[src/lz4d_pkg.sv]
// shared types and constants of the lz4 block decoder
// used by the front parser, the command queue and the back copy engine
`default_nettype none

package lz4d_pkg;

	// width of a copy count within one request (counts up to 127 bytes)
	localparam int CNT_W = 7;

	// result status codes
	localparam logic [2:0] ST_OK      = 3'd0;
	localparam logic [2:0] ST_PENDING = 3'd1;
	localparam logic [2:0] ST_DONE    = 3'd2;
	localparam logic [2:0] ST_ERROR   = 3'd3;
	localparam logic [2:0] ST_BUSY    = 3'd4;

	// request kinds
	localparam logic REQ_BYTE  = 1'b0;
	localparam logic REQ_DRAIN = 1'b1;

	// work handed from the parser to the copy engine
	typedef enum logic [1:0] {
		CMD_EMPTY = 2'd0,
		CMD_LIT   = 2'd1,
		CMD_COPY  = 2'd2
	} cmd_kind_t;

	typedef struct packed {
		cmd_kind_t        kind;
		logic [7:0]       lit;
		logic [CNT_W-1:0] cnt;
		logic [15:0]      off;
		logic [15:0]      wp;
		logic [2:0]       status;
	} cmd_t;

endpackage

`default_nettype wire

[src/lz4d_cmd_fifo.sv]
// two-entry command queue between the parser and the copy engine
// depends on lz4d_pkg
`default_nettype none

module lz4d_cmd_fifo (
	input  wire logic          clk,
	input  wire logic          arst_n,
	input  wire logic          push,
	input  lz4d_pkg::cmd_t     push_cmd,
	output logic               full,
	input  wire logic          pop,
	output lz4d_pkg::cmd_t     pop_cmd,
	output logic               pop_valid
);
	import lz4d_pkg::*;

	cmd_t       buf_q [2];
	logic       wptr_q;
	logic       rptr_q;
	logic [1:0] count_q;

	assign full      = (count_q == 2'd2);
	assign pop_valid = (count_q != 2'd0);
	assign pop_cmd   = buf_q[rptr_q];

	// storage
	always_ff @(posedge clk) begin
		if (push) begin
			buf_q[wptr_q] <= push_cmd;
		end
	end

	// pointers and fill count
	always_ff @(posedge clk or negedge arst_n) begin
		if (!arst_n) begin
			wptr_q  <= 1'b0;
			rptr_q  <= 1'b0;
			count_q <= 2'd0;
		end else begin
			if (push) begin
				wptr_q <= ~wptr_q;
			end
			if (pop) begin
				rptr_q <= ~rptr_q;
			end
			if (push && !pop) begin
				count_q <= count_q + 2'd1;
			end else if (pop && !push) begin
				count_q <= count_q - 2'd1;
			end
		end
	end

endmodule

`default_nettype wire

[config.mk]
export PLATFORM = sky130hd
export DESIGN_NAME = lz4d_cmd_fifo
export DESIGN_NICKNAME = d
export VERILOG_FILES = /design/src/lz4d_pkg.sv /design/src/lz4d_cmd_fifo.sv
export SDC_FILE = /design/constraint.sdc
export NUM_CORES = 1
export LEC_CHECK = 0
export BUFFER_PORTS_ARGS = -buffer_cell sky130_fd_sc_hd__buf_2
export CORE_ASPECT_RATIO = 0.7
export CORE_MARGIN = 3
export CORE_UTILIZATION = 52
export CTS_CLUSTER_SIZE = 25
export DETAILED_ROUTE_END_ITERATION = 8
export GPL_TIMING_DRIVEN = 1
export PLACE_DENSITY = 0.88
export SYNTH_ARGS = -nofsm -noshare
export SYNTH_HDL_FRONTEND = slang
export SYNTH_SLANG_ARGS = --single-unit
[constraint.sdc]
create_clock -name clk -period 3.6 [get_ports clk]
set_input_delay 0.54 -clock clk [delete_from_list [all_inputs] [get_ports clk]]
set_output_delay 0.54 -clock clk [all_outputs]
set_load 0.01 [all_outputs]
# Word-level counts from Yosys, hierarchy flattened
# Memories as Yosys holds them, arrays and structs flattened.
# Cells that the tools add are included.
# Widths: inputs -> output; s select.
totals:
  elab_cells: 19
  inputBits: 56
  output_inout_bits: 54
  register_bits: 4
  ram_bits: 104
  n_memories: 1
classes:
  add_sub_neg: 2
  reduce_logical: 6
  bitwise: 2
  muxes: 4
  eq_ne: 1
memory_table:
  columns: ["memory", "depth", "word_bits", "read_ports", "rd_ports_with_merged_regs", "write_ports", "line_no", "rtl"]
  rows:
  - ["buf_q", 2, 52, 1, 0, 1, "lz4d_cmd_fifo.sv:17", "cmd_t buf_q [2];"]
op_table:
  columns: ["op", "count"]
  rows:
  - ["$mux 2", 2]
  - ["$reduce_bool 2->1", 2]
  - ["$add 2x1->2 const B", 1]
  - ["$eq 2x2->1 const B", 1]
  - ["$logic_and 1x1->1", 2]
  - ["$logic_not 1->1", 2]
  - ["$mux 1", 2]
  - ["$not 1->1", 2]
  - ["$sub 2x1->2 const B", 1]

# Longest topological paths before layout
# Gate-level depths: netlist of run 1.
depth:
  ltp_word: 4
  depth_mapped: 5

# Worst setup path after synthesis of run 1
# OpenSTA, ideal clock, no wires.
synth_timing:
  path_type: "input-to-reg"
  from: "in push"
  to: "mem buf_q[0][0] (netlist name) (enable)"
  arrival_ns: 2.842
  stages: 1
  required_time_ns: 3.132
  slack_ns: 0.290
  setup_ns: 0.468
  cell_sequence: "nor2b_1"
synth_between:
  elab_chain_len: 2
synth_lines:
  columns: ["item", "line_no", "rtl"]
  rows:
  - ["from (decl)", "lz4d_cmd_fifo.sv:8", "input wire logic push,"]
  - ["$mux 1", "lz4d_cmd_fifo.sv:28", "if (push) begin"]
  - ["$mux 1 (not written as such)", "lz4d_cmd_fifo.sv:29", "buf_q[wptr_q] <= push_cmd;"]
  - ["to (decl)", "lz4d_cmd_fifo.sv:17", null]
# No other way between the ends.

==> impl_metrics.py, run 1 <==
metrics = {
    "detailed_routing": {
        "post-route-drc-count": 0,
        "drtIter0Drc": 76,
        "drt_wl_total_um": 6650,
        "viasPerCell": 4.96,
        "num_vias": 1981,
        "ant_nets": 0,
        "drt-wirelength-per-cell_um": 16.7,
        "dr.pass1.iters": 4,
    },
    "synth": {
        "avgSynthCellArea_um2": 23.6,
        "synth-seq-cells": 108,
        "netlist_instances": 178,
        "synth_largest_area_cell": "edfxtp_1",
        "syn_nets": 235,
        "netlist.area_leader.share_pct": 74.5,
        "synth_area_um2": 4190,
        "ys_top_cells_by_area": "edfxtp_1 (74%), mux2_4 (18%), buf_12 (2.4%)",
        "synth.distinct_cells": 14,
        "seq_area_frac_synth_pct": 76.9,
        "yosysWarnings": 0,
    },
    "worst_setup_path": {
        "reg2reg_to": "buf_q[0][46]",
        "reg2reg_slack_ns": 1.99,
        "path_max_fanout": 53,
        "critPathCaptureType": "primary output",
        "arrival_ns": 1.96,
        "cp_data_required_time_ns": 3.06,
        "cp-start-kind": "flop",
        "path_class": "flop to primary output",
        "r2r-start": "wptr_q",
        "rr_worst_depth": 2,
    },
    "die": {
        "initial_core_util_pct": 55.6,
        "die_area_um2": 9190,
        "die_y_um": 81.1,
        "die_w_um": 113,
        "io_pins": 110,
        "rows": 26,
        "fp.coreArea_um2": 7550,
    },
    "finish": {
        "final_common_cell": "buf_2",
        "area_growth_pct": 21.1,
        "multi_input_area_um2": 863,
        "final_cell_mix": "buf_2 (109), edfxtp_1 (104), mux2_4 (49), clkbuf_16 (9), xor2_1 (4)",
        "seq_area_um2": 3230,
        "diodes": 0,
        "drive_gt1_share_pct": 60.1,
        "nFillCells": 490,
        "final_net_count": 353,
    },
    "clock_network": {
        "clockRootBuffer": "clkbuf_16",
        "cts_tree": "yes",
        "clockBufferDepth": 2,
        "ctsHoldBuffers": 1,
        "clkTransAtPathRegs_ns": 0.07,
        "cts-resized-gates": 0,
        "worstSkewPairLatency_ns": 0.33,
        "post-cts-setup-buffers": 0,
        "htreeDepth": 3,
        "clkSinkCount": 108,
        "numCtsBuffers": 9,
    },
    "min_path": {
        "hold_path_depth": 1,
        "hp-class": "input pin to flop",
        "min-delay-start": "push_cmd[34]",
        "holdPathEnd": "buf_q[0][34]",
    },
    "sta": {
        "setup_tns_ns": 0,
        "slew_violations": 0,
        "fmax_mhz": 400,
        "rsz0062_at_grt": "no",
        "setup_viol": 0,
        "fin_crit_ns": 2.50,
        "hold_viol_final": 0,
        "skew_ns": 0.00488,
        "tightest_slew_ns": 0.964,
        "slew_headroom_pct": 35.7,
        "finalCritPeriodShare_pct": 69.5,
    },
    "placement": {
        "globalplace.congestion": 0.711,
        "dp_hpwl_um": 4510,
        "port_buffers": 109,
    },
    "power": {
        "leakage_uw": 0.00207,
        "total_power_uw": 3890,
        "p_per_area_nw_per_um2": 766,
        "vdd_drop_max_mv": 0.447,
    },
    "run": {
        "max_cap_viol_count": 0,
    },
    "global_routing": {
        "grtUsageTotal_pct": 15.0,
        "grt_pass1_wl_um": 10300,
        "grt-ovfl-total": 0,
        "grt_max_degree": 54,
        "antenna_found_initial": 0,
        "grt_pass1_vias": 2058,
    },
    "status": {
        "status": "finished clean",
    },
}
==> Yosys cell counts (all sizes together) <==
library cell	n
buf	6
dfrtp	4
nor2b	2
mux2	52
or2	1
xnor2	1
xor2	4
nor2	1
edfxtp	104
and2	1
inv	1
ha	1
==> power breakdown <==
group          internal (µW)  switching, µW
Sequential              1670            228
Clock                    472            408
Combinational            658            455
==> metal layers <==
layer / vias up / GRT usage, % / part of all wire, %
met5: - / 0 / 0
met4: 0 / 3.96 / 0.80
met3: 7 / 5.88 / 8.9
met2: 84 / 25.7 / 49
met1: 962 / 18.2 / 41
li1: 928 / - / -
==> worst max-delay path, stage by stage, from the launching register on <==
cell and delay, ns:
dfrtp_4 1.07, mux2_2 0.41, buf_2 0.14
==> worst max path at each step <==
stage                        to    from  depth (start not counted)
floorplan           buf_q[0][0]    push                          1
global placement    pop_cmd[49]  rptr_q                          2
detailed placement  pop_cmd[44]  rptr_q                          2
CTS                 pop_cmd[49]  rptr_q                          2
global route        pop_cmd[45]  rptr_q                          2
finish              pop_cmd[49]  rptr_q                          2
==> area by class of cell <==
class	count	area share, %
Sequential cell	108	63.6
Multi-Input combinational cell	63	17.0
Timing Repair Buffer	113	11.6
Clock buffer	11	4.58
Tap cell	98	2.41
Clock inverter	5	0.739
Inverter	1	0.0739
==> through the flow <==
stage          setup slack (ns)  hold slack [ns]  util, %  cell area [µm²]  std cells
6_report                   1.10            0.392     67.3             5080        399
5_1_grt                   0.992            0.379     67.3             5080        399
4_1_cts                    1.06            0.381     67.3             5080        399
3_5_place_dp               1.43            0.350     63.6             4800        382
3_3_place_gp               1.42            0.346     63.6             4800        382
2_1_floorplan             0.290            0.244        -             4190        178
==> cells by family (layout without fill, tap and decap cells) <==
family | Yosys count | after routing | share of synthesized area, %
mux | 52 | 52 | 18.4
buf+inv | 7 | 130 | 2.75
fa+ha+maj | 1 | 1 | 0.298
flops | 108 | 108 | 76.9
xor+xnor | 5 | 5 | 1.04
simple gates | 5 | 5 | 0.686
==> state kept, by name, summed over array words and instances (netlist names) <==
signal	cells
rptr_q	1
count_q	2
wptr_q	1
buf_q	104
No activity file was read; power rests on OpenSTA's default activity.
==> inputs of run 2 (changes only) <==
==> constraint.sdc (replaced) <==
create_clock -name clk -period 2.4 [get_ports clk]
set_input_delay 0.36 -clock clk [delete_from_list [all_inputs] [get_ports clk]]
set_output_delay 0.36 -clock clk [all_outputs]
set_load 0.01 [all_outputs]
==> impl_metrics.py, run 2 (synthesis gave the netlist of run 1 again) <==
metrics = {
    "detailed_routing": {
        "num_vias": 1986,
        "viasPerCell": 4.98,
        "drt-wirelength-per-cell_um": 16.9,
        "dr.pass1.iters": 4,
        "drtIter0Drc": 83,
        "post-route-drc-count": 0,
        "ant_nets": 0,
        "drt_wl_total_um": 6730,
    },
    "placement": {
        "dp_hpwl_um": 4460,
        "globalplace.congestion": 0.791,
        "port_buffers": 109,
        "dpl_cell_area_um2": 4830,
    },
    "finish": {
        "top_regs": "buf_q (104), count_q (2)",
        "fin_util_pct": 68.2,
        "diodes": 0,
        "largest_reg_flops": 104,
        "final_cell_mix": "buf_2 (109), edfxtp_1 (104), mux2_4 (49), clkbuf_16 (9), xor2_1 (4)",
        "fin_area_um2": 5150,
        "registers.top_by_ff_count": "buf_q",
        "area_growth_pct": 22.8,
        "final_net_count": 354,
        "nFillCells": 498,
        "final_common_cell": "buf_2",
        "drive_gt1_share_pct": 60.5,
    },
    "global_routing": {
        "grt_max_degree": 53,
        "grt_pass1_vias": 2038,
        "grt-ovfl-total": 0,
        "grt_pass1_wl_um": 10400,
        "antenna_found_initial": 0,
        "grtUsageTotal_pct": 15.5,
    },
    "clock_network": {
        "clockBufferDepth": 2,
        "numCtsBuffers": 9,
        "worstSkewPairLatency_ns": 0.33,
        "clkTransAtPathRegs_ns": 0.06,
        "cts_tree": "yes",
        "clkSinkCount": 108,
        "htreeDepth": 3,
        "cts-resized-gates": 0,
        "clockRootBuffer": "clkbuf_16",
    },
    "sta": {
        "setup_viol": 0,
        "slew_headroom_pct": 79.7,
        "slew_violations": 0,
        "rsz0062_at_grt": "no",
        "hold_viol_final": 0,
        "setup_tns_ns": 0,
        "tightest_slew_ns": 0.305,
        "fin_crit_ns": 2.12,
        "finalCritPeriodShare_pct": 88.5,
        "fmax_mhz": 471,
        "holdWs_ns": 0.208,
        "skew_ns": 0.00500,
    },
    "power": {
        "vdd_drop_max_mv": 0.678,
        "p_per_area_nw_per_um2": 1180,
        "leakage_uw": 0.00209,
        "total_power_uw": 6050,
    },
    "die": {
        "io_pins": 110,
        "die_w_um": 113,
        "rows": 26,
        "die_area_um2": 9190,
        "die_y_um": 81.1,
        "fp.coreArea_um2": 7550,
        "initial_core_util_pct": 55.6,
    },
    "min_path": {
        "hp-class": "input pin to flop",
    },
    "worst_setup_path": {
        "path_delay_family": "flip-flops",
        "slowest_delay_ns": 0.61,
        "cp-start-kind": "flop",
        "arrival_ns": 1.76,
        "slowest_stage": "dfrtp_4",
        "path_class": "flop to primary output",
        "crit_chain": "buf_4 > mux2_4 > buf_2",
        "critPathCaptureType": "primary output",
        "crit_buf_inv": 2,
        "path_max_fanout": 16,
        "cp_data_required_time_ns": 2.04,
    },
    "run": {
        "max_cap_viol_count": 0,
    },
    "status": {
        "status": "finished clean",
    },
}
run 2: cell count changes in the layout (fill, tap and decap cells not counted), sizes merged:
| cell | delta |
|---|---|
| clkinvlp | +1 |
| buf | +1 |
| inv | -1 |
| bufinv | +2 |
| clkinv | -3 |
run 2: per-layer routing:
metal	track usage (%)	share of wire (%)	up-vias
li1	-	-	930
met1	19.4	43	971
met2	25.7	48	81
met3	5.44	8.4	4
met4	5.40	0.95	0
met5	0	0	-
run 2: layout make-up:
| cell class | instances | area (µm²) | area share [%] |
|---|---|---|---|
| Sequential cell | 108 | 3230 | 62.7 |
| Multi-Input combinational cell | 63 | 863 | 16.8 |
| Timing Repair Buffer | 114 | 623 | 12.1 |
| Clock buffer | 11 | 233 | 4.52 |
| Tap cell | 98 | 123 | 2.38 |
| Clock inverter | 4 | 75.1 | 1.46 |
| Inverter | 1 | 3.75 | 0.0729 |
run 2: worst paths after layout:
| check | cells past startpoint | to | startpoint | slack, ns |
|---|---|---|---|---|
| min | 1 | buf_q[0][2] | push_cmd[2] | 0.21 |
| max in group asynchronous | 2 | rptr_q | arst_n | 1.90 |
| min reg2reg | 1 | count_q[1] | count_q[1] | 0.48 |
| max | 3 | pop_cmd[16] | rptr_q | 0.28 |
| min in group asynchronous | 2 | count_q[0] | arst_n | 0.37 |
| max reg2reg | 2 | buf_q[1][10] | wptr_q | 1.17 |
run 2: report_power, final:
group / switching, µW / internal (µW)
clock network: 583 / 908
logic: 861 / 1010
registers: 179 / 2510
run 2: through the flow:
| stage | std cells | worst slack (ns) |
|---|---|---|
| floorplan | 178 | 0.213 |
| global placement | 383 | 0.631 |
| detailed placement | 383 | 0.620 |
| CTS | 399 | 0.255 |
| global route | 399 | 0.202 |
| finish | 399 | 0.275 |
run 2: what timing repair did:
| action | CTS | global route |
|---|---|---|
| hold buffers | 1 | 0 |
| hold endpoints to repair | 4 | 0 |
| setup buffers | 0 | 0 |
| endpoints found under the setup margin | 0 | 0 |
run 2: worst reg2reg max path: stages (launching register included):
cell	delay (ns)
dfrtp_1	0.42
and2_2	0.20
buf_12	0.28
