$ cat src/lz4d_pkg.sv
// shared types and constants of the lz4 block decoder
// used by the front parser, the command queue and the back copy engine
`default_nettype none

package lz4d_pkg;

	// width of a copy count within one request (counts up to 127 bytes)
	localparam int CNT_W = 7;

	// result status codes
	localparam logic [2:0] ST_OK      = 3'd0;
	localparam logic [2:0] ST_PENDING = 3'd1;
	localparam logic [2:0] ST_DONE    = 3'd2;
	localparam logic [2:0] ST_ERROR   = 3'd3;
	localparam logic [2:0] ST_BUSY    = 3'd4;

	// request kinds
	localparam logic REQ_BYTE  = 1'b0;
	localparam logic REQ_DRAIN = 1'b1;

	// work handed from the parser to the copy engine
	typedef enum logic [1:0] {
		CMD_EMPTY = 2'd0,
		CMD_LIT   = 2'd1,
		CMD_COPY  = 2'd2
	} cmd_kind_t;

	typedef struct packed {
		cmd_kind_t        kind;
		logic [7:0]       lit;
		logic [CNT_W-1:0] cnt;
		logic [15:0]      off;
		logic [15:0]      wp;
		logic [2:0]       status;
	} cmd_t;

endpackage

`default_nettype wire

$ cat src/lz4d_front.sv
// sequence parser: token, lengths, literals, offset; one command per request
// depends on lz4d_pkg
`default_nettype none

module lz4d_front #(
	parameter int MAX_BYTES_PER_ITEM = 64
) (
	input  wire logic        clk,
	input  wire logic        arst_n,
	input  wire logic [15:0] dest_size,
	input  wire logic        accept,
	input  wire logic        req_type,
	input  wire logic [7:0]  in_byte,
	input  wire logic        last_in,
	output lz4d_pkg::cmd_t   cmd
);
	import lz4d_pkg::*;

	typedef enum logic [8:0] {
		PH_TOKEN  = 9'b000000001,
		PH_LITLEN = 9'b000000010,
		PH_LIT    = 9'b000000100,
		PH_OFFLO  = 9'b000001000,
		PH_OFFHI  = 9'b000010000,
		PH_MATLEN = 9'b000100000,
		PH_COPY   = 9'b001000000,
		PH_DONE   = 9'b010000000,
		PH_ERROR  = 9'b100000000
	} phase_t;

	phase_t      ph_q, ph_n;
	logic [15:0] wp_q, wp_n;
	logic [7:0]  tok_q, tok_n;
	logic [15:0] lit_q, lit_n;
	logic [15:0] ml_q, ml_n;
	logic [15:0] off_q, off_n;
	logic        src_q, src_n;

	function automatic logic [15:0] room_f(input logic [15:0] wp, input logic [15:0] dest);
		return (wp >= dest) ? 16'd0 : dest - wp;
	endfunction

	function automatic phase_t after_lit_f(input logic [15:0] wp, input logic [15:0] dest);
		return (({1'b0, wp} + 17'd8) > {1'b0, dest}) ? PH_DONE : PH_OFFLO;
	endfunction

	// next state and command for the accepted request
	always_comb begin
		logic [15:0]      room;
		logic [16:0]      sum;
		logic [15:0]      ml;
		logic             do_copy;
		logic             busy;
		logic [CNT_W-1:0] n;

		ph_n  = ph_q;
		wp_n  = wp_q;
		tok_n = tok_q;
		lit_n = lit_q;
		ml_n  = ml_q;
		off_n = off_q;
		src_n = src_q;
		room  = room_f(wp_q, dest_size);
		sum   = '0;
		ml    = '0;
		do_copy = 1'b0;
		busy  = 1'b0;
		n     = '0;
		cmd   = '0;
		cmd.kind = CMD_EMPTY;

		if (req_type == REQ_DRAIN) begin
			do_copy = (ph_q == PH_COPY);
		end else if (ph_q == PH_COPY) begin
			busy = 1'b1;
		end else if (ph_q != PH_DONE && ph_q != PH_ERROR) begin
			if (last_in) begin
				src_n = 1'b1;
			end
			case (ph_q)
				PH_TOKEN: begin
					tok_n = in_byte;
					lit_n = {12'd0, in_byte[7:4]};
					if (in_byte[7:4] == 4'hf && !last_in) begin
						ph_n = (16'd15 > room) ? PH_ERROR : PH_LITLEN;
					end else if (lit_n > room) begin
						ph_n = PH_ERROR;
					end else if (lit_n == 16'd0) begin
						ph_n = after_lit_f(wp_q, dest_size);
					end else begin
						ph_n = PH_LIT;
					end
				end
				PH_LITLEN: begin
					sum   = {1'b0, lit_q} + {9'd0, in_byte};
					lit_n = sum[15:0];
					if (sum > {1'b0, room}) begin
						ph_n = PH_ERROR;
					end else if (in_byte != 8'hff || last_in) begin
						if (sum[15:0] == 16'd0) begin
							ph_n = after_lit_f(wp_q, dest_size);
						end else begin
							ph_n = PH_LIT;
						end
					end
				end
				PH_LIT: begin
					cmd.kind = CMD_LIT;
					cmd.lit  = in_byte;
					cmd.wp   = wp_q;
					wp_n  = wp_q + 16'd1;
					lit_n = lit_q - 16'd1;
					if (lit_n == 16'd0) begin
						ph_n = after_lit_f(wp_n, dest_size);
					end
				end
				PH_OFFLO: begin
					off_n = {8'd0, in_byte};
					ph_n  = PH_OFFHI;
				end
				PH_OFFHI: begin
					off_n = {in_byte, off_q[7:0]};
					if (off_n == 16'd0 || off_n > wp_q) begin
						ph_n = PH_ERROR;
					end else if (tok_q[3:0] == 4'hf && !last_in) begin
						ml_n = 16'd15;
						ph_n = PH_MATLEN;
					end else begin
						ml = {12'd0, tok_q[3:0]} + 16'd4;
						if (ml > room) begin
							ml = room;
						end
						ml_n = ml;
						ph_n = (ml == 16'd0) ? PH_DONE : PH_COPY;
					end
				end
				PH_MATLEN: begin
					sum  = {1'b0, ml_q} + {9'd0, in_byte};
					ml   = sum[16] ? 16'hffff : sum[15:0];
					ml_n = ml;
					if (in_byte != 8'hff || last_in) begin
						sum = {1'b0, ml} + 17'd4;
						ml  = sum[16] ? 16'hffff : sum[15:0];
						if (ml > room) begin
							ml = room;
						end
						ml_n = ml;
						ph_n = (ml == 16'd0) ? PH_DONE : PH_COPY;
					end
				end
				default: begin
					ph_n = PH_ERROR;
				end
			endcase
			do_copy = (ph_n == PH_COPY);
		end

		// copy run of this request, clipped to the per-request limit
		if (do_copy) begin
			n = (ml_n < 16'(MAX_BYTES_PER_ITEM)) ? ml_n[CNT_W-1:0]
				: CNT_W'(MAX_BYTES_PER_ITEM);
			cmd.kind = CMD_COPY;
			cmd.cnt  = n;
			cmd.off  = off_n;
			cmd.wp   = wp_n;
			ml_n = ml_n - {{(16-CNT_W){1'b0}}, n};
			wp_n = wp_n + {{(16-CNT_W){1'b0}}, n};
			if (ml_n == 16'd0) begin
				ph_n = (wp_n >= dest_size) ? PH_DONE : PH_TOKEN;
			end
		end

		// source ran out while more compressed bytes are needed
		if (src_n && (ph_n == PH_TOKEN || ph_n == PH_LITLEN || ph_n == PH_LIT
			|| ph_n == PH_OFFLO || ph_n == PH_OFFHI || ph_n == PH_MATLEN)) begin
			ph_n = PH_ERROR;
		end

		if (busy) begin
			cmd.status = ST_BUSY;
		end else if (ph_n == PH_COPY) begin
			cmd.status = ST_PENDING;
		end else if (ph_n == PH_DONE) begin
			cmd.status = ST_DONE;
		end else if (ph_n == PH_ERROR) begin
			cmd.status = ST_ERROR;
		end else begin
			cmd.status = ST_OK;
		end
	end

	// parser state
	always_ff @(posedge clk or negedge arst_n) begin
		if (!arst_n) begin
			ph_q  <= PH_TOKEN;
			wp_q  <= '0;
			tok_q <= '0;
			lit_q <= '0;
			ml_q  <= '0;
			off_q <= '0;
			src_q <= 1'b0;
		end else if (accept) begin
			ph_q  <= ph_n;
			wp_q  <= wp_n;
			tok_q <= tok_n;
			lit_q <= lit_n;
			ml_q  <= ml_n;
			off_q <= off_n;
			src_q <= src_n;
		end
	end

endmodule

`default_nettype wire

$ cat config.mk
export PLATFORM = sky130hd
export DESIGN_NAME = lz4d_front
export DESIGN_NICKNAME = d
export VERILOG_FILES = /design/src/lz4d_pkg.sv /design/src/lz4d_front.sv
export SDC_FILE = /design/constraint.sdc
export NUM_CORES = 1
export LEC_CHECK = 0
export ABC_AREA = 1
export BUFFER_PORTS_ARGS = -buffer_cell sky130_fd_sc_hd__buf_2
export CAP_MARGIN = 25
export CORE_MARGIN = 2
export CORE_UTILIZATION = 50
export DETAILED_ROUTE_END_ITERATION = 6
export GPL_TIMING_DRIVEN = 0
export PLACE_DENSITY = 0.68
export REMOVE_ABC_BUFFERS = 1
export SYNTH_ARGS = -nofsm -noshare
export SYNTH_HDL_FRONTEND = slang
export SYNTH_SLANG_ARGS = --single-unit
$ cat constraint.sdc
create_clock -name clk -period 15.5 [get_ports clk]
set_input_delay 3.1 -clock clk [delete_from_list [all_inputs] [get_ports clk]]
set_output_delay 3.1 -clock clk [all_outputs]
set_load 0.005 [all_outputs]
# [Word-level counts from Yosys, hierarchy flattened]
# Cells that the tools add are included.
[totals] output_inout_bits=52 latchBits=0 in_bits=29 mem_count=0 mem_bits_ro=0 register_bits=78 ramBits=0
[op_classes] n_reduce_logical=22 magnitude_cmp=11 div_mod_pow=0 mul=0 eq_ne=22 n_bitwise=2 n_mux=84 addsub=11 shift=0
[op_table] cell="two-way mux 16 bit" count=35
[op_table] cell="two-way mux 9 bit" count=20
[op_table] cell="zero test 16 bit" count=6
[op_table] cell="two-way mux 8 bit" count=8
[op_table] cell="one-hot mux 16 bit (2 select lines)" count=2
[op_table] cell="one-hot mux 9 bit (6 select lines)" count=1
[op_table] cell="> comparator 17 x 16 -> 1 bit" count=3
[op_table] cell="one-hot mux 16 bit (3 select lines)" count=1
[op_table] cell="two-way mux 39 bit" count=1
[op_table] cell="adder 16 x 4 -> 17 bit (second input constant)" count=2
[op_table] cell="adder 16 x 8 -> 17 bit" count=2
[op_table] cell=">= comparator 16 bit" count=2
[op_table] cell="> comparator 16 bit" count=2
[op_table] cell="== test 9 x 7 -> 1 bit (second input constant)" count=3
[op_table] cell="== test 9 x 1 -> 1 bit (second input constant)" count=2
[op_table] cell="== test 9 x 2 -> 1 bit (second input constant)" count=2
[op_table] cell="== test 9 x 3 -> 1 bit (second input constant)" count=2
[op_table] cell="== test 9 x 4 -> 1 bit (second input constant)" count=2
[op_table] cell="== test 9 x 5 -> 1 bit (second input constant)" count=2
[op_table] cell="== test 9 x 6 -> 1 bit (second input constant)" count=2
[op_table] cell="adder 16 x 3 -> 17 bit (second input constant)" count=1
[op_table] cell="adder 16 x 1 -> 16 bit (second input constant)" count=1
[op_table] cell="adder 16 x 7 -> 16 bit" count=1
[op_table] cell="> comparator 4 x 16 -> 1 bit" count=1
[op_table] cell="other kinds (25)" count=48

# [Longest topological paths before layout]
[logic_depth] depth_word=36 mapped_depth=68 depth_no_buf=63

# [Worst setup path after synthesis]
# No wires, ideal clock.
[synth_path] path_type="input to output" start="input port in_byte[0]" end="output port cmd[0] (netlist bit)" required_time_ps=12400 arrival_ps=10925 cell_stages=63 path_slack_ps=1475 n_path_buf=4 path_cell_list="ha_1 > fa_1 > nand2_1 > nand2_2 > nand3_2 > nand2_2 > nand2_4 > buf_6 > nand2_1 > ha_1 > nand2_2 > inv_2 > nand3_1 > nor2_1 > nand3_2 > buf_6 > buf_6 > nand2_1 > [... 27 more ...] > or2_2 > nor3_1 > xnor2_1 > ha_1 > nand2_1 > inv_1 > nand4_1 > o211a_1 > nand3_4 > nand2_2 > nand2_1 > nor2_1 > nand2_1 > nor2_4 > nand3_4 > o211ai_2 > nand2_1 > inv_1"
[synth_lines] element="start: declaration" line_no="lz4d_front.sv:13" text="input wire logic [7:0] in_byte,"
[synth_lines] element="end: declaration" line_no="lz4d_front.sv:15" text="output lz4d_pkg::cmd_t cmd"

==> flow_summary.json <==
{
  "cap_viol_max_count": 0,
  "grt_pass1_vias": 13400,
  "comb_power_share_pct": 69.6,
  "diodes": 0,
  "vdd_ir_drop_max_mv": 0.0643,
  "port_buffers": 80,
  "drt_iter0_drc": 1289,
  "dpl.hpwl_um": 35700,
  "dieArea_um2": 27200,
  "wl_met1_um": 19300,
  "grt_pass1_wl_um": 70400,
  "place_congestion": 0.949,
  "wl_um": 45100,
  "dr.pass1.iters": 5,
  "rows": 58,
  "synth_top_family_by_area": "simple AND/OR/NAND/NOR gates",
  "critPathTopFamily": "simple AND/OR/NAND/NOR gates",
  "cts_tree": "built",
  "cts_buffers": 9,
  "syn-cell-area_um2": 13000,
  "finalHoldViolCount": 0,
  "crit_type": "in2out",
  "maxSlewViolCount": 0,
  "cpPeakStageDelay_ns": 0.31,
  "fin_crit_sh_pct": 96.4,
  "switchingPower_w": 0.000965,
  "synth_top_area_share_pct": 14.9,
  "switching_share_pct": 54.9,
  "path_max_fanout": 14,
  "yosys-top-cells-area": "dfrtp_1 15%, ha_1 15%, nand2_1 15%, inv_1 9.4%, nor2_1 6.3%",
  "h-tree-depth": 3,
  "path_common_cell": "nand2_1",
  "die_y_um": 165,
  "final-setup-viol-count": 0,
  "yosysTopAreaCell": "dfrtp_1",
  "routedWlPerCell_um": 17.8,
  "synth_compound_area_share_pct": 16.8,
  "clockRootBuffer": "clkbuf_16",
  "yosys.area_share.simple_pct": 36.5,
  "clock.fmax_mhz": 66.9,
  "clkTransAtPathRegs_ns": 0.08,
  "cts_buffer_depth": 2,
  "p_int_w": 0.000793,
  "yosysUniqueCellTypes": 56,
  "seq_area_frac_synth_pct": 15.1,
  "max_slew_margin_pct": 27.8,
  "initial_core_util_pct": 51.1,
  "synth_commonest_cells": "504 x nand2_1, 324 x inv_1, 219 x nor2_1",
  "critPathBufInv": 8,
  "syn_inst": 2117,
  "skew_ns": 0.0224,
  "tightest_slew_ns": 1.08,
  "syn2layout_area_growth_pct": 11.5,
  "avgSynthCellArea_um2": 6.12,
  "finalCriticalPeriod_ns": 14.94,
  "seqPwrFrac_pct": 16.1,
  "insertion_delay_ns": 0.38,
  "grt_max_degree": 59,
  "synth-edff-count": 0,
  "multi_input_area_um2": 9760,
  "startpoint": "in_byte[0]",
  "track_usage_pct": 33.2,
  "critPathArrivalTime_ns": 11.84,
  "yosysWarningCount": 0,
  "hold_class": "reg2reg",
  "end_kind": "output pin",
  "ant_nets": 0,
  "status": "finished, final reports clean",
  "muxShareOfSynthArea_pct": 0.232,
  "pre_cts_ws_ns": -1.00,
  "min-delay-start": "src_q$_DFFE_PN0P_",
  "grt_antenna_before_repair": 0,
  "layout-drive-gt1-share_pct": 11.4,
  "numClockSinks": 78,
  "register_area_um2": 1950,
  "coreArea_um2": 25300,
  "vias": 14600,
  "viasPerCell": 5.75,
  "power_w": 0.00176,
  "drc": 0,
  "cp_slowest_cell": "or2_2",
  "cp_data_required_time_ns": 12.40,
  "routed.top_layer": "met4",
  "n_fill_cell": 2554,
  "met3WireLength_um": 3150,
  "final_nets": 2386,
  "io_pins": 81,
  "worstSetupStartpointType": "input pin",
  "ys_ff_latch": 78,
  "p_leak_nw": 7.65,
  "worst_slack_ns": 0.560,
  "synthFlopType": "dfrtp_1",
  "ys_async_sr_fraction_pct": 100,
  "synth.most_common_cell": "nand2_1",
  "r2r-start": "wp_q[7]$_DFFE_PN0P_",
  "grt-ovfl-total": 0,
  "synthXorXnorAreaFrac_pct": 4.53,
  "route.met2.wl_um": 20700,
  "synth_fa_ha_area_share_pct": 15.3,
  "die_w_um": 165,
  "p_per_area_nw_per_um2": 122,
  "clock_power_share_pct": 14.3
}
[tightest hold or removal path: stages, from the launching register on]
cell and delay, ns:
dfrtp_1 0.33, inv_1 0.04, o21ai_0 0.07
[layout by cell type, fill, tap and decap left out, types with 10 or more instances in the layout]
cell / count
o21a_1: 14
nor3_1: 31
nand2_2: 11
nand2_1: 503
a21oi_2: 12
ha_1: 147
xnor2_1: 10
o22ai_1: 47
buf_2: 78
buf_4: 29
nor4_1: 21
dfrtp_1: 77
o21ai_0: 129
nor2_2: 13
nand3b_1: 12
xor2_1: 57
nand3_1: 134
inv_1: 324
nand4_1: 53
a21oi_1: 107
o211ai_1: 15
nand3_2: 22
inv_2: 15
nor2_1: 213
[area by class of cell]
| type | count | share of cell area (%) |
|---|---|---|
| multi-input combinational | 1655 | 67.6 |
| sequential | 78 | 13.5 |
| inverter | 344 | 8.94 |
| timing repair buffer | 113 | 4.96 |
| tap | 330 | 2.86 |
| clock buffer | 9 | 1.56 |
| clock inverter | 7 | 0.606 |
[stage by stage]
step                TNS (ns)  util [%]  cell area (um^2)  cells  hold WS, ns
floorplan                  0         -             12800   2075        0.427
global placement       -2.64      53.6             13600   2485        0.445
detailed placement     -1.93      54.1             13700   2493        0.463
CTS                        0      55.8             14100   2516        0.481
global route         -0.0917      57.0             14400   2536        0.536
finish                     0      57.0             14400   2536        0.470
[path summary, 6_finish.rpt]
path / end / slack, ns / depth (start not counted)
worst max-delay path: cmd[0] / 0.56 / 65
worst max register to register: ph_q[1]$_DFFE_PN0P_ / 6.31 / 55
worst min register to register: src_q$_DFFE_PN0P_ / 0.47 / 2
min in group asynchronous: lit_q[0]$_DFFE_PN0P_ / 2.61 / 1
max in group asynchronous: ph_q[0]$_DFFE_PN1P_ / 12.22 / 2
worst min-delay path: src_q$_DFFE_PN0P_ / 0.47 / 2
[power groups by stage]
stage / Combinational, W / Sequential, W / Clock [W]
3_3_place_gp: 0.00110 / 0.000283 / 0
5_1_grt: 0.00137 / 0.000287 / 0.000258
2_1_floorplan: 0.000852 / 0.000269 / 0
4_1_cts: 0.00117 / 0.000280 / 0.000251
6_report: 0.00122 / 0.000283 / 0.000251
3_5_place_dp: 0.00113 / 0.000284 / 0
[kinds of logic after synthesis]
kind of cell / count (synthesis)
AO/OA/AOI/OAI: 379
buffers and inverters: 386
flip-flops: 78
AND/OR/NAND/NOR: 1048
XOR/XNOR: 67
adder cells (fa/ha/maj): 156
multiplexers: 3
[flip-flops by register name, summed over array words and instances (netlist names)]
name / count
tok_q: 4
off_q: 16
ph_q: 9
ml_q: 16
src_q: 1
wp_q: 16
lit_q: 16
[metal layers]
metal  vias to the layer above  GRT usage, %
li1                       7217             -
met1                      6682          43.9
met2                       587          55.1
met3                        94          2.79
met4                         0          14.8
met5                         -             0
[what timing repair did]
action | CTS | global route
pin swaps | 1 | 14
endpoints found under the hold margin | 0 | 0
gates resized for setup | 15 | 31
cloned | 1 | 1
hold buffers | 0 | 0
setup endpoints to repair | 2 | 2
buffers inserted | 6 | 19
No activity file was read; power rests on OpenSTA's default activity.
